--- config.mk ---
export PLATFORM = sky130hd
export DESIGN_NAME = link_aggregation_tx_port_select_core_flat
export DESIGN_NICKNAME = d
export VERILOG_FILES = /design/src/hw/rtl/latps_pkg.sv /design/src/hw/rtl/latps_in_if.sv /design/src/hw/rtl/latps_out_if.sv /design/src/hw/rtl/latps_front.sv /design/src/hw/rtl/latps_cmdq.sv /design/src/hw/rtl/latps_mod.sv /design/src/hw/rtl/latps_back.sv /design/src/hw/rtl/link_aggregation_tx_port_select_core.sv /design/src/flat_wrapper.sv
export SDC_FILE = /design/constraint.sdc
export NUM_CORES = 2
export LEC_CHECK = 0
export ABC_CLOCK_PERIOD_IN_PS = 18400
export BUFFER_PORTS_ARGS = -buffer_cell sky130_fd_sc_hd__buf_2
export CAP_MARGIN = 10
export CORE_ASPECT_RATIO = 0.6
export CORE_MARGIN = 2
export CORE_UTILIZATION = 45
export CTS_BUF_LIST = sky130_fd_sc_hd__clkbuf_8 sky130_fd_sc_hd__clkbuf_16
export DETAILED_ROUTE_END_ITERATION = 8
export HOLD_SLACK_MARGIN = 0.03
export PLACE_DENSITY_LB_ADDON = 0.2
export SLEW_MARGIN = 25
export SYNTH_ARGS = -nofsm -noshare
export SYNTH_HDL_FRONTEND = slang
export SYNTH_SLANG_ARGS = --single-unit
export TNS_END_PERCENT = 5
--- constraint.sdc ---
create_clock -name i_clk -period 18.4 [get_ports i_clk]
set_clock_uncertainty 0.05 [all_clocks]
set_input_delay 0.92 -clock i_clk [delete_from_list [all_inputs] [get_ports i_clk]]
set_output_delay 0.92 -clock i_clk [all_outputs]
set_load 0.01 [all_outputs]
--- src/hw/rtl/latps_pkg.sv ---
// ----------------------------------------------------------------------------
// latps_pkg
// Shared types and constants of the transmit port selector.
// ----------------------------------------------------------------------------
package latps_pkg;

    // Input word modes
    localparam logic [1:0] MODE_SELECT  = 2'd0;
    localparam logic [1:0] MODE_ENABLE  = 2'd1;
    localparam logic [1:0] MODE_DISABLE = 2'd2;

    localparam logic [15:0] LLDP_TYPE = 16'h88CC;
    localparam logic [7:0]  HASH_MOD  = 8'd251;

    // Remainder unit: 32-bit dividend, one byte per cycle
    localparam int          MOD_DVD_W   = 32;
    localparam int          MOD_CHUNK_W = 8;
    localparam logic [1:0]  MOD_LAST_WORD = 2'd3;
    localparam logic [1:0]  MOD_LAST_BYTE = 2'd0;

    // Command queue between front and back
    localparam int CMDQ_DEPTH = 2;
    localparam int CMDQ_AW    = $clog2(CMDQ_DEPTH);
    localparam int CMDQ_CW    = $clog2(CMDQ_DEPTH + 1);

    typedef struct packed {
        logic [1:0]  mode;
        logic [2:0]  port_id;
        logic [47:0] port_address;
        logic        port_attached;
        logic [4:0]  ring_count;
        logic [31:0] flow_hash;
        logic [15:0] ether_type;
        logic [47:0] source_address;
        logic [31:0] ring_hint;
    } t_in_word;

    typedef struct packed {
        logic       selected;
        logic       dropped;
        logic [2:0] out_port;
        logic [3:0] out_ring;
        logic [3:0] active_ports;
    } t_out_word;

    typedef enum logic [1:0] {
        CMD_NOP,
        CMD_ENABLE,
        CMD_DISABLE,
        CMD_SELECT
    } t_cmd_kind;

    typedef struct packed {
        t_cmd_kind   kind;
        logic        lldp;
        logic [2:0]  port_id;
        logic [47:0] port_address;
        logic [4:0]  ring_count;
        logic [31:0] flow_hash;
        logic [47:0] source_address;
        logic [31:0] ring_hint;
    } t_cmd;

    typedef struct packed {
        logic                 start;
        logic [MOD_DVD_W-1:0] dividend;
        logic [7:0]           divisor;
        logic [1:0]           last;
    } t_mod_req;

    typedef struct packed {
        logic       busy;
        logic       done;
        logic [7:0] rem;
    } t_mod_rsp;

endpackage

--- src/hw/rtl/latps_in_if.sv ---
// ----------------------------------------------------------------------------
// latps_in_if
// Input channel: valid/ready handshake carrying one input word.
// ----------------------------------------------------------------------------
interface latps_in_if import latps_pkg::*; ();
    logic     valid;
    logic     ready;
    t_in_word payload;

    modport source (output valid, output payload, input ready);
    modport sink   (input valid, input payload, output ready);
endinterface

--- src/hw/rtl/latps_out_if.sv ---
// ----------------------------------------------------------------------------
// latps_out_if
// Result channel: valid/ready handshake carrying one result word.
// ----------------------------------------------------------------------------
interface latps_out_if import latps_pkg::*; ();
    logic      valid;
    logic      ready;
    t_out_word payload;

    modport source (output valid, output payload, input ready);
    modport sink   (input valid, input payload, output ready);
endinterface

--- src/hw/rtl/latps_front.sv ---
// ----------------------------------------------------------------------------
// latps_front
// Accept input words and classify them into back-end commands.
// ----------------------------------------------------------------------------
module latps_front import latps_pkg::*; #(
    parameter int NUM_PORTS = 8,
    parameter int MAX_RINGS = 16
) (
    latps_in_if.sink i_in,
    output logic     o_cmd_valid,
    output t_cmd     o_cmd,
    input  logic     i_cmd_ready
);

    logic       pid_ok;
    logic [4:0] rc_sat;
    t_cmd_kind  kind;

    assign i_in.ready  = i_cmd_ready;
    assign o_cmd_valid = i_in.valid;

    assign pid_ok = (6'(i_in.payload.port_id) < 6'(NUM_PORTS));

    // saturate ring count to the supported maximum
    always_comb begin
        rc_sat = i_in.payload.ring_count;
        if (7'(i_in.payload.ring_count) > 7'(MAX_RINGS)) begin
            rc_sat = 5'(MAX_RINGS);
        end
    end

    always_comb begin
        case (i_in.payload.mode)
            MODE_SELECT:  kind = CMD_SELECT;
            MODE_ENABLE:  kind = (pid_ok && i_in.payload.port_attached) ? CMD_ENABLE : CMD_NOP;
            MODE_DISABLE: kind = pid_ok ? CMD_DISABLE : CMD_NOP;
            default:      kind = CMD_NOP;
        endcase
    end

    always_comb begin
        o_cmd.kind           = kind;
        o_cmd.lldp           = (i_in.payload.ether_type == LLDP_TYPE);
        o_cmd.port_id        = i_in.payload.port_id;
        o_cmd.port_address   = i_in.payload.port_address;
        o_cmd.ring_count     = rc_sat;
        o_cmd.flow_hash      = i_in.payload.flow_hash;
        o_cmd.source_address = i_in.payload.source_address;
        o_cmd.ring_hint      = i_in.payload.ring_hint;
    end

endmodule

--- src/hw/rtl/latps_cmdq.sv ---
// ----------------------------------------------------------------------------
// latps_cmdq
// Short command queue between the front and the back end.
// ----------------------------------------------------------------------------
module latps_cmdq import latps_pkg::*; (
    input  logic i_clk,
    input  logic i_rst_n,
    input  logic i_push,
    input  t_cmd i_din,
    output logic o_wr_ready,
    output logic o_rd_valid,
    output t_cmd o_dout,
    input  logic i_pop
);

    t_cmd               r_mem [CMDQ_DEPTH];
    logic [CMDQ_AW-1:0] r_wp, n_wp, r_rp, n_rp;
    logic [CMDQ_CW-1:0] r_cnt, n_cnt;
    logic               wr, rd;

    assign o_wr_ready = (r_cnt != CMDQ_CW'(CMDQ_DEPTH));
    assign o_rd_valid = (r_cnt != '0);
    assign o_dout     = r_mem[r_rp];

    assign wr = i_push && o_wr_ready;
    assign rd = i_pop && o_rd_valid;

    always_comb begin
        n_wp  = wr ? r_wp + CMDQ_AW'(1) : r_wp;
        n_rp  = rd ? r_rp + CMDQ_AW'(1) : r_rp;
        n_cnt = r_cnt + CMDQ_CW'(wr) - CMDQ_CW'(rd);
    end

    always_ff @(posedge i_clk) begin
        if (!i_rst_n) begin
            r_wp  <= '0;
            r_rp  <= '0;
            r_cnt <= '0;
        end else begin
            r_wp  <= n_wp;
            r_rp  <= n_rp;
            r_cnt <= n_cnt;
        end
    end

    always_ff @(posedge i_clk) begin
        if (wr) begin
            r_mem[r_wp] <= i_din;
        end
    end

endmodule

--- src/hw/rtl/latps_mod.sv ---
// ----------------------------------------------------------------------------
// latps_mod
// Iterative remainder unit, eight dividend bits per cycle, 8-bit divisor.
// ----------------------------------------------------------------------------
module latps_mod import latps_pkg::*; (
    input  logic     i_clk,
    input  logic     i_rst_n,
    input  t_mod_req i_req,
    output t_mod_rsp o_rsp
);

    logic                 r_busy, r_done;
    logic [7:0]           r_rem, n_rem;
    logic [7:0]           r_div;
    logic [MOD_DVD_W-1:0] r_dvd;
    logic [1:0]           r_left;

    assign o_rsp.busy = r_busy;
    assign o_rsp.done = r_done;
    assign o_rsp.rem  = r_rem;

    // restoring steps over the top byte; remainder stays below the divisor
    always_comb begin
        logic [8:0] t;
        logic [7:0] r;
        r = r_rem;
        t = '0;
        for (int i = MOD_CHUNK_W - 1; i >= 0; i--) begin
            t = {r, r_dvd[MOD_DVD_W-MOD_CHUNK_W+i]};
            if (t >= {1'b0, r_div}) begin
                t = t - {1'b0, r_div};
            end
            r = t[7:0];
        end
        n_rem = r;
    end

    always_ff @(posedge i_clk) begin
        if (!i_rst_n) begin
            r_busy <= 1'b0;
            r_done <= 1'b0;
        end else begin
            r_done <= 1'b0;
            if (i_req.start) begin
                r_busy <= 1'b1;
            end else if (r_busy && (r_left == '0)) begin
                r_busy <= 1'b0;
                r_done <= 1'b1;
            end
        end
    end

    always_ff @(posedge i_clk) begin
        if (i_req.start) begin
            r_rem  <= '0;
            r_dvd  <= i_req.dividend;
            r_div  <= i_req.divisor;
            r_left <= i_req.last;
        end else if (r_busy) begin
            r_rem  <= n_rem;
            r_dvd  <= r_dvd << MOD_CHUNK_W;
            r_left <= r_left - 2'd1;
        end
    end

endmodule

--- src/hw/rtl/latps_back.sv ---
// ----------------------------------------------------------------------------
// latps_back
// Execute commands against the port table and register the result word.
// ----------------------------------------------------------------------------
module latps_back import latps_pkg::*; #(
    parameter int NUM_PORTS = 8,
    parameter int MAX_RINGS = 16
) (
    input  logic      i_clk,
    input  logic      i_rst_n,
    input  logic      i_cmd_valid,
    input  t_cmd      i_cmd,
    output logic      o_cmd_ready,
    output t_mod_req  o_mod_req,
    input  t_mod_rsp  i_mod_rsp,
    latps_out_if.source o_out
);

    localparam int PW  = $clog2(NUM_PORTS);
    localparam int CW  = $clog2(NUM_PORTS + 1);
    localparam int RCW = (MAX_RINGS < 31) ? $clog2(MAX_RINGS + 1) : 5;

    typedef enum logic [9:0] {
        S_IDLE      = 10'b0000000001,
        S_EXEC      = 10'b0000000010,
        S_DIS       = 10'b0000000100,
        S_LLDP_CMP  = 10'b0000001000,
        S_LLDP_PICK = 10'b0000010000,
        S_HASH      = 10'b0000100000,
        S_SLOT      = 10'b0001000000,
        S_RING      = 10'b0010000000,
        S_RWAIT     = 10'b0100000000,
        S_OUT       = 10'b1000000000
    } t_back_state;

    t_back_state     r_state, n_state;

    logic [PW-1:0]   r_slot_port  [NUM_PORTS];
    logic [PW-1:0]   r_port_slot  [NUM_PORTS];
    logic [47:0]     r_port_mac   [NUM_PORTS];
    logic [RCW-1:0]  r_port_rings [NUM_PORTS];
    logic [NUM_PORTS-1:0] r_port_en, r_port_known, r_match;
    logic [CW-1:0]   r_active, n_active;

    t_cmd            r_cmd;
    logic [PW-1:0]   r_p, n_p;
    logic [PW-1:0]   r_idx, r_last;
    t_out_word       r_res, n_res;
    t_out_word       r_out, n_out;
    logic            r_out_valid, n_out_valid;
    logic [15:0]     r_hfold;

    logic [PW-1:0]   pid, moved, first_hit;
    logic [RCW-1:0]  rc;
    logic            take, en_wr, dis_wr;
    logic [10:0]     hfold2;
    logic [8:0]      hfold3;
    logic [7:0]      hash_mod;

    function automatic t_out_word make_res(logic sel, logic drop, logic [PW-1:0] port,
                                           logic [3:0] ring, logic [CW-1:0] act);
        t_out_word w;
        w.selected     = sel;
        w.dropped      = drop;
        w.out_port     = 3'(port);
        w.out_ring     = ring;
        w.active_ports = 4'(act);
        return w;
    endfunction

    assign o_cmd_ready   = (r_state == S_IDLE);
    assign take          = i_cmd_valid && o_cmd_ready;
    assign o_out.valid   = r_out_valid;
    assign o_out.payload = r_out;

    assign pid   = PW'(r_cmd.port_id);
    assign moved = r_slot_port[r_last];
    assign rc    = r_port_rings[r_p];

    // 2^8 is 5 modulo 251: fold the upper byte down twice, then one subtract
    always_comb begin
        hfold2   = 11'(r_hfold[15:8]) * 11'd5 + 11'(r_hfold[7:0]);
        hfold3   = 9'(hfold2[10:8]) * 9'd5 + 9'(hfold2[7:0]);
        hash_mod = (hfold3 >= 9'(HASH_MOD)) ? 8'(hfold3 - 9'(HASH_MOD)) : hfold3[7:0];
    end

    // lowest matching port wins
    always_comb begin
        first_hit = '0;
        for (int i = NUM_PORTS - 1; i >= 0; i--) begin
            if (r_match[i]) begin
                first_hit = PW'(i);
            end
        end
    end

    always_comb begin
        n_state     = r_state;
        n_active    = r_active;
        n_p         = r_p;
        n_res       = r_res;
        n_out       = r_out;
        n_out_valid = r_out_valid && !o_out.ready;
        en_wr       = 1'b0;
        dis_wr      = 1'b0;
        o_mod_req   = '0;

        case (r_state)
            S_IDLE: begin
                if (take) begin
                    n_state = S_EXEC;
                end
            end
            S_EXEC: begin
                case (r_cmd.kind)
                    CMD_ENABLE: begin
                        if (!r_port_en[pid] && (r_active < CW'(NUM_PORTS))) begin
                            en_wr    = 1'b1;
                            n_active = r_active + CW'(1);
                        end
                        n_res   = make_res(1'b0, 1'b0, '0, 4'd0, n_active);
                        n_state = S_OUT;
                    end
                    CMD_DISABLE: begin
                        if (r_port_en[pid]) begin
                            n_state = S_DIS;
                        end else begin
                            n_res   = make_res(1'b0, 1'b0, '0, 4'd0, r_active);
                            n_state = S_OUT;
                        end
                    end
                    CMD_SELECT: begin
                        if (r_active == '0) begin
                            n_res   = make_res(1'b0, 1'b1, '0, 4'd0, r_active);
                            n_state = S_OUT;
                        end else if (r_cmd.lldp) begin
                            n_state = S_LLDP_CMP;
                        end else begin
                            n_state = S_HASH;
                        end
                    end
                    default: begin
                        n_res   = make_res(1'b0, 1'b0, '0, 4'd0, r_active);
                        n_state = S_OUT;
                    end
                endcase
            end
            S_DIS: begin
                dis_wr   = 1'b1;
                n_active = r_active - CW'(1);
                n_res    = make_res(1'b0, 1'b0, '0, 4'd0, n_active);
                n_state  = S_OUT;
            end
            S_LLDP_CMP: begin
                n_state = S_LLDP_PICK;
            end
            S_LLDP_PICK: begin
                if (r_match == '0) begin
                    n_res   = make_res(1'b0, 1'b1, '0, 4'd0, r_active);
                    n_state = S_OUT;
                end else begin
                    n_p     = first_hit;
                    n_state = S_RING;
                end
            end
            S_HASH: begin
                o_mod_req.start    = 1'b1;
                o_mod_req.dividend = {hash_mod, (MOD_DVD_W - MOD_CHUNK_W)'(0)};
                o_mod_req.divisor  = 8'(r_active);
                o_mod_req.last     = MOD_LAST_BYTE;
                n_state            = S_SLOT;
            end
            S_SLOT: begin
                if (i_mod_rsp.done) begin
                    n_p     = r_slot_port[PW'(i_mod_rsp.rem)];
                    n_state = S_RING;
                end
            end
            S_RING: begin
                if (rc > RCW'(1)) begin
                    o_mod_req.start    = 1'b1;
                    o_mod_req.dividend = r_cmd.ring_hint;
                    o_mod_req.divisor  = 8'(rc);
                    o_mod_req.last     = MOD_LAST_WORD;
                    n_state            = S_RWAIT;
                end else begin
                    n_res   = make_res(1'b1, 1'b0, r_p, 4'd0, r_active);
                    n_state = S_OUT;
                end
            end
            S_RWAIT: begin
                if (i_mod_rsp.done) begin
                    n_res   = make_res(1'b1, 1'b0, r_p, 4'(i_mod_rsp.rem), r_active);
                    n_state = S_OUT;
                end
            end
            S_OUT: begin
                if (!r_out_valid || o_out.ready) begin
                    n_out       = r_res;
                    n_out_valid = 1'b1;
                    n_state     = S_IDLE;
                end
            end
            default: begin
                n_state = S_IDLE;
            end
        endcase
    end

    // control state and tables with a defined reset
    always_ff @(posedge i_clk) begin
        if (!i_rst_n) begin
            r_state      <= S_IDLE;
            r_active     <= '0;
            r_out_valid  <= 1'b0;
            r_port_en    <= '0;
            r_port_known <= '0;
            for (int i = 0; i < NUM_PORTS; i++) begin
                r_port_slot[i] <= '0;
            end
        end else begin
            r_state     <= n_state;
            r_active    <= n_active;
            r_out_valid <= n_out_valid;
            if (en_wr) begin
                r_port_slot[pid]  <= PW'(r_active);
                r_port_en[pid]    <= 1'b1;
                r_port_known[pid] <= 1'b1;
            end
            if (dis_wr) begin
                if (r_idx != r_last) begin
                    r_port_slot[moved] <= r_idx;
                end
                r_port_slot[pid] <= '0;
                r_port_en[pid]   <= 1'b0;
            end
        end
    end

    // payload and tables that hold nothing until written
    always_ff @(posedge i_clk) begin
        if (take) begin
            r_cmd <= i_cmd;
        end
        if ((r_state == S_EXEC) && (r_cmd.kind == CMD_DISABLE)) begin
            r_idx  <= r_port_slot[pid];
            r_last <= PW'(r_active - CW'(1));
        end
        if (en_wr) begin
            r_slot_port[PW'(r_active)] <= pid;
            r_port_mac[pid]            <= r_cmd.port_address;
            r_port_rings[pid]          <= RCW'(r_cmd.ring_count);
        end
        if (dis_wr && (r_idx != r_last)) begin
            r_slot_port[r_idx] <= moved;
        end
        for (int i = 0; i < NUM_PORTS; i++) begin
            r_match[i] <= r_port_known[i] && (r_port_mac[i] == r_cmd.source_address);
        end
        // first fold of the hash bytes, weights 2^24, 2^16, 2^8 modulo 251
        r_hfold <= 16'(r_cmd.flow_hash[31:24]) * 16'd125
                 + 16'(r_cmd.flow_hash[23:16]) * 16'd25
                 + 16'(r_cmd.flow_hash[15:8]) * 16'd5
                 + 16'(r_cmd.flow_hash[7:0]);
        r_p   <= n_p;
        r_res <= n_res;
        r_out <= n_out;
    end

    a_active_bound: assert property (@(posedge i_clk) disable iff (!i_rst_n)
        r_active <= CW'(NUM_PORTS))
        else $error("active count above table size");

    a_active_count: assert property (@(posedge i_clk) disable iff (!i_rst_n)
        $countones(r_port_en) == int'(r_active))
        else $error("enabled flags disagree with active count");

    a_enabled_known: assert property (@(posedge i_clk) disable iff (!i_rst_n)
        (r_port_en & ~r_port_known) == '0)
        else $error("enabled port not recorded");

    a_mod_idle_start: assert property (@(posedge i_clk) disable iff (!i_rst_n)
        o_mod_req.start |-> !i_mod_rsp.busy)
        else $error("remainder unit started while busy");

    a_result_loaded: assert property (@(posedge i_clk) disable iff (!i_rst_n)
        ((r_state == S_OUT) && (!r_out_valid || o_out.ready)) |=> o_out.valid)
        else $error("finished result not presented");

endmodule

--- src/hw/rtl/link_aggregation_tx_port_select_core.sv ---
// ----------------------------------------------------------------------------
// link_aggregation_tx_port_select_core
// The back end takes one word at a time and finishes it before it accepts the
// next; its pace is set by the back-end sequencer and its shared remainder
// unit, which retires eight dividend bits per cycle. The command queue lets the
// input side keep accepting words meanwhile while it has room.
// Reset: synchronous, active low; clears the table flags, slot map, count and
// queue at once, no clearing pass. Address, ring and slot stores hold no reset.
// ----------------------------------------------------------------------------
module link_aggregation_tx_port_select_core import latps_pkg::*; #(
    parameter int NUM_PORTS = 8,
    parameter int MAX_RINGS = 16
) (
    input  logic        i_clk,
    input  logic        i_rst_n,
    latps_in_if.sink    i_in,
    latps_out_if.source o_out
);

    // Front to queue: classified command words
    logic     fq_valid, fq_ready;
    t_cmd     fq_cmd;

    // Queue to back end
    logic     qb_valid, qb_ready;
    t_cmd     qb_cmd;

    // Back end to remainder unit
    t_mod_req mod_req;
    t_mod_rsp mod_rsp;

    // Front: decode mode, range check the port id, saturate the ring count,
    // flag LLDP frames. Table state is left to the back end, since queued
    // commands ahead of this word may still change it.
    latps_front #(
        .NUM_PORTS (NUM_PORTS),
        .MAX_RINGS (MAX_RINGS)
    ) u_front (
        .i_in        (i_in),
        .o_cmd_valid (fq_valid),
        .o_cmd       (fq_cmd),
        .i_cmd_ready (fq_ready)
    );

    // Queue: hold classified words so the input side keeps accepting while
    // the back end grinds through a remainder.
    latps_cmdq u_cmdq (
        .i_clk      (i_clk),
        .i_rst_n    (i_rst_n),
        .i_push     (fq_valid),
        .i_din      (fq_cmd),
        .o_wr_ready (fq_ready),
        .o_rd_valid (qb_valid),
        .o_dout     (qb_cmd),
        .i_pop      (qb_ready)
    );

    // Shared remainder unit: folded hash mod active count, then ring hint
    // mod ring count. The hash mod 251 is folded in the back end itself.
    latps_mod u_mod (
        .i_clk   (i_clk),
        .i_rst_n (i_rst_n),
        .i_req   (mod_req),
        .o_rsp   (mod_rsp)
    );

    // Back end: one command at a time against the port table; the result
    // waits in an output register so the next command can start.
    latps_back #(
        .NUM_PORTS (NUM_PORTS),
        .MAX_RINGS (MAX_RINGS)
    ) u_back (
        .i_clk       (i_clk),
        .i_rst_n     (i_rst_n),
        .i_cmd_valid (qb_valid),
        .i_cmd       (qb_cmd),
        .o_cmd_ready (qb_ready),
        .o_mod_req   (mod_req),
        .i_mod_rsp   (mod_rsp),
        .o_out       (o_out)
    );

endmodule
--- src/flat_wrapper.sv ---
// flat-port wrapper written by rule: the top's interface ports become plain ports
module link_aggregation_tx_port_select_core_flat import latps_pkg::*;
#(
    parameter int NUM_PORTS = 8,
    parameter int MAX_RINGS = 16
)
  (i_clk, i_rst_n, i_in_valid, i_in_payload, i_in_ready, o_out_valid, o_out_payload, o_out_ready);
  latps_in_if i_in_i ();
  latps_out_if o_out_i ();
  input  logic i_clk;
  input  logic i_rst_n;
  input wire logic [$bits(i_in_i.valid)-1:0] i_in_valid;
  input wire logic [$bits(i_in_i.payload)-1:0] i_in_payload;
  output wire logic [$bits(i_in_i.ready)-1:0] i_in_ready;
  output wire logic [$bits(o_out_i.valid)-1:0] o_out_valid;
  output wire logic [$bits(o_out_i.payload)-1:0] o_out_payload;
  input wire logic [$bits(o_out_i.ready)-1:0] o_out_ready;
  assign i_in_i.valid = i_in_valid;
  assign i_in_i.payload = i_in_payload;
  assign i_in_ready = i_in_i.ready;
  assign o_out_valid = o_out_i.valid;
  assign o_out_payload = o_out_i.payload;
  assign o_out_i.ready = o_out_ready;
  link_aggregation_tx_port_select_core #(.NUM_PORTS(NUM_PORTS), .MAX_RINGS(MAX_RINGS)) u_core (.i_clk(i_clk), .i_rst_n(i_rst_n), .i_in(i_in_i), .o_out(o_out_i));
endmodule
# Word-level counts from Yosys, hierarchy flattened
# Memory sizes are Yosys's and may differ from the RTL's. A register that Yosys moved wholly into a read port is not among the register bits.
# Index checks and enable logic that the tools add are counted.
# totals
elab_cells	254
reg_bits	143
input_bits	191
ramBits	814
n_memories	5
out_inout_bits	15
# classes
mux	96
reduce_logical	39
addsub	21
order_cmp	14
n_bitwise	9
n_mul	5
n_eq_ne	37
# mem_list
memory	depth	word_bits	rd	rd_ports_with_merged_regs	wr	line_no	text
u_core.u_back.r_port_mac	8	48	8	0	1	latps_back.sv:40	logic [47:0] r_port_mac [NUM_PORTS];
u_core.u_cmdq.r_mem	2	171	1	1	1	latps_cmdq.sv:16	t_cmd r_mem [CMDQ_DEPTH];
u_core.u_back.r_port_rings	8	5	1	1	1	latps_back.sv:41	logic [RCW-1:0] r_port_rings [NUM_PORTS];
u_core.u_back.r_port_slot	8	3	1	1	8	latps_back.sv:39	logic [PW-1:0] r_port_slot [NUM_PORTS];
u_core.u_back.r_slot_port	8	3	2	2	1	latps_back.sv:38	logic [PW-1:0] r_slot_port [NUM_PORTS];
# ops
op	count
48-bit equality test	8
10-bit one-hot mux with 10 select lines	1
8-bit 2-to-1 mux	12
43-bit one-hot mux with 2 select lines	1
10-bit 2-to-1 mux	8
9-bit by 8-bit >= comparator with 1-bit output	8
13-bit 2-to-1 mux	5
13-bit one-hot mux with 5 select lines	1
32-bit 2-to-1 mux	2
8-bit subtractor	8
3-bit 2-to-1 mux	21
43-bit 2-to-1 mux	1
13-bit one-hot mux with 3 select lines	1
1-bit 2-to-1 mux	31
8-bit by 3-bit multiplier with 11-bit output (second input constant)	2
10-bit one-hot mux with 2 select lines	1
15-bit by 13-bit adder with 16-bit output	1
16-bit by 11-bit adder with 16-bit output	1
16-bit by 8-bit adder with 16-bit output	1
16-bit equality test (second input constant)	1
1-bit logical AND	16
8-bit OR	2
8-bit by 7-bit multiplier with 15-bit output (second input constant)	1
8-bit by 5-bit multiplier with 13-bit output (second input constant)	1
other kinds (60)	86

# Longest topological paths before layout
# depth
word_depth	18
ltp_mapped	75

# Modules after synthesis
# From an unflattened synthesis, not the netlist that was laid out.
# unflattened
cells_unflattened	3583
hier_area_um2	53278.6
# by_module_without_submodules
mod	n_inst	area_per_inst_um2	cells_per_inst	seq_area_each_um2
latps_back	1	33203.1	2222	21580.7
latps_cmdq	1	12959.9	561	10369.9
latps_mod	1	5776.8	622	1461.4
latps_front	1	1338.8	178	0.0

# Worst setup path before layout
# No wires, ideal clock.
# synth_timing
path_kind	flip-flop to flip-flop
start	register u_core.u_mod.r_div[1]
end	register (tool-made name)
arrival_ps	16162
period_less_slack_ps	16282
path_stages_with_launch	70
required_time_ps	18280
n_path_buf	3
setup_slack_ps	2118
path_cell_list	edfxtp_1 -> inv_1 -> ha_1 -> and4bb_2 -> a2111oi_4 -> nand3_2 -> buf_6 -> o21ai_0 -> inv_1 -> ha_1 -> nor2b_1 -> o31a_1 -> o22ai_1 -> o211ai_4 -> nor2_2 -> nand2_1 -> o21ai_0 -> ha_1 -> (+34 left out) -> ha_1 -> inv_1 -> o21ai_0 -> a21oi_1 -> o21bai_1 -> a21oi_1 -> nand4b_1 -> clkbuf_1 -> nor2_1 -> a21oi_1 -> ha_1 -> a21o_1 -> a21o_1 -> a21o_1 -> a21oi_1 -> nand3_4 -> mux2_4 -> a21oi_2
# synth_rtl
item	line_no	text
start: declaration	latps_mod.sv:14	logic [7:0] r_div;
start signal: assignment	latps_mod.sv:57	r_div <= i_req.divisor;

==> results.json <==
{
  "min_path_cells": 1,
  "synth_top_area_share": 0.630,
  "post-route-period-util": 0.921,
  "antenna_found_initial": 9,
  "finalCriticalPeriod_ps": 16950,
  "cp_slowest_cell": "nor4_1",
  "layout.nets": 3980,
  "drtIter0Drc": 2961,
  "fp.dieH_um": 263,
  "maxCapViolations": 0,
  "syn_area_sq_um": 50500,
  "synthTopCellsByArea": "edfxtp_1, xor2_1, mux2_2",
  "finalSetupViolCount": 0,
  "hold_end": "u_core.u_cmdq.r_mem[1][146]",
  "cpPeakStageDelay_ps": 570,
  "core_sq_um": 112000,
  "gp_congestion": 0.873,
  "rsz0062_at_grt": "no",
  "worstSetupStartpointType": "flop",
  "ys_async_sr_fraction": 0,
  "groute.usage.overall": 0.213,
  "die_w_um": 436,
  "vias": 28000,
  "dpl.hpwl_um": 85500,
  "routed_wl_um": 123000,
  "drt-pass1-iter-count": 5,
  "htreeDepth": 3,
  "yosysUniqueCellTypes": 95,
  "synth_common_cells": "edfxtp_1, xor2_1, inv_1",
  "r2r_cells": 69,
  "synth_area_per_cell_sq_um": 15.3,
  "overflow": 0,
  "grt_pass1_wl_um": 180000,
  "max_freq_mhz": 59.0,
  "clk_pin_slew_worst_paths_ps": 70,
  "portBuffers": 205,
  "worstSkewPairLatency_ps": 720,
  "fp-row-count": 95,
  "drc": 0,
  "drt-wirelength-per-cell_um": 23.9,
  "cts_max_path_buffers": 3,
  "fill_cells": 9254,
  "cts_tree": "done",
  "finalHoldViolCount": 0,
  "root_buffer": "clkbuf_16",
  "cp-end-kind": "flop",
  "grt_max_degree": 65,
  "synth_most_common_cell": "edfxtp_1",
  "crit_fanout": 11,
  "drive_gt1_frac": 0.191,
  "clkSinkCount": 1137,
  "ys_seq_elements": 1137,
  "start_util": 0.452,
  "criticalPathCategory": "flop to flop",
  "fin_setup_tns_ps": 0,
  "ant_nets": 0,
  "yosys_warnings": 0,
  "slew_violations": 0,
  "hold_class": "input port to flop",
  "cts_buffers": 105,
  "synth_nets": 3720,
  "route.detailed.vias_per_inst": 5.42,
  "worstHoldStart": "i_in_payload[163]",
  "status": "complete, no violations",
  "antennaDiodeCount": 0,
  "timing.rr.start": "u_core.u_mod.r_div[0]",
  "yosysTopAreaCell": "edfxtp_1",
  "crit_required_ps": 18970,
  "cp_data_arrival_time_ps": 17520,
  "synth_cells": 3301,
  "yosysSeqAreaShare": 0.661,
  "slew_headroom": 0.302,
  "synth_edf_count": 1059,
  "io_pins": 206,
  "worstMarginPinSlew_ps": 1040,
  "ys.flop_type": "edfxtp_1",
  "grt_pass1_vias": 26700,
  "area_growth_pct": 12.7,
  "rrSetupSlack_ps": 1450,
  "die-area_sq_um": 115000
}
-- layout by cell type, fill, tap and decap left out, types with 56 or more instances in the layout --
cell type,n
buf_2,205
xnor2_1,184
ha_1,144
fa_1,84
a21oi_1,76
nand4_1,56
clkbuf_16,105
nor2_1,78
xor2_1,247
nand2_1,111
o21ai_0,92
nor4_1,66
inv_1,246
edfxtp_1,1059
mux2_2,185
dfxtp_1,77
buf_4,60
-- worst max path at each step --
stage / start / endpoint
floorplan: u_core.u_mod.r_div[1] / flop
global placement: u_core.u_mod.r_div[0] / flop
detailed placement: u_core.u_mod.r_div[0] / u_core.u_mod.r_rem[7]
CTS: u_core.u_mod.r_div[0] / flop
global route: u_core.u_mod.r_div[0] / flop
finish: u_core.u_mod.r_div[0] / flop
-- layout make-up --
type                    count  area (sq um)  area share
flip-flops and latches   1137         33400       0.587
multi-input cells        1829         16000       0.280
clock buffers             106          2640      0.0464
well taps                1503          1880      0.0331
repair buffers            266          1480      0.0261
inverters                 222           833      0.0146
clock inverters            93           727      0.0128
-- metal layers --
layer | wire (um) | track usage | share of wire
met5 | 41 | 0 | 0.00033
met4 | 1900 | 0.0407 | 0.015
met3 | 11600 | 0.0518 | 0.094
met2 | 47400 | 0.274 | 0.39
met1 | 62100 | 0.357 | 0.50
-- critical path: cells and delay by family (launching register included) --
family,cells,cell delay [ps]
compound gates,35,7520
simple gates,16,3810
fa+ha+maj,8,2680
mux,4,1420
buf+inv,6,800
flops,1,550
-- through the flow --
step	utilization	setup WS (ps)	hold WS, ps	instances	cell area (sq um)
finish	0.510	1450	336	5156	56900
global route	0.510	25.9	299	5156	56900
CTS	0.509	1430	281	5155	56900
detailed placement	0.479	1480	357	4956	53500
global placement	0.479	1750	357	4956	53500
floorplan	-	2120	350	3301	50500
-- sequential cells by signal (all words and copies together) (netlist names), 10 cells and up, named ones only --
signal,count
u_core.u_back.r_state,10
u_core.u_back.r_port_mac,384
u_core.u_back.r_slot_port,24
u_core.u_back.r_port_slot,24
u_core.u_back.r_port_rings,40
u_core.u_back.r_res,13
u_core.u_back.r_cmd,168
u_core.u_back.o_out.payload,13
u_core.u_back.r_hfold,16
u_core.u_cmdq.r_mem,342
u_core.u_mod.r_dvd,32
-- kinds of logic after synthesis --
kind of cell | after synthesis | share of synthesized area
fa+ha+maj | 228 | 0.0690
xor+xnor | 431 | 0.0748
simple gates | 557 | 0.0610
buf+inv | 335 | 0.0252
mux | 235 | 0.0571
compound gates | 378 | 0.0517
flops | 1137 | 0.661
-- repair_timing --
action,CTS,global route
setup endpoints to repair,0,11
hold buffers,0,0
setup buffers,0,0
hold endpoints to repair,0,0
gates resized for setup,0,1
Power is left out: the tool's default activity adds up to more than one toggle a clock period on the data nets, which glitch-free logic cannot reach.
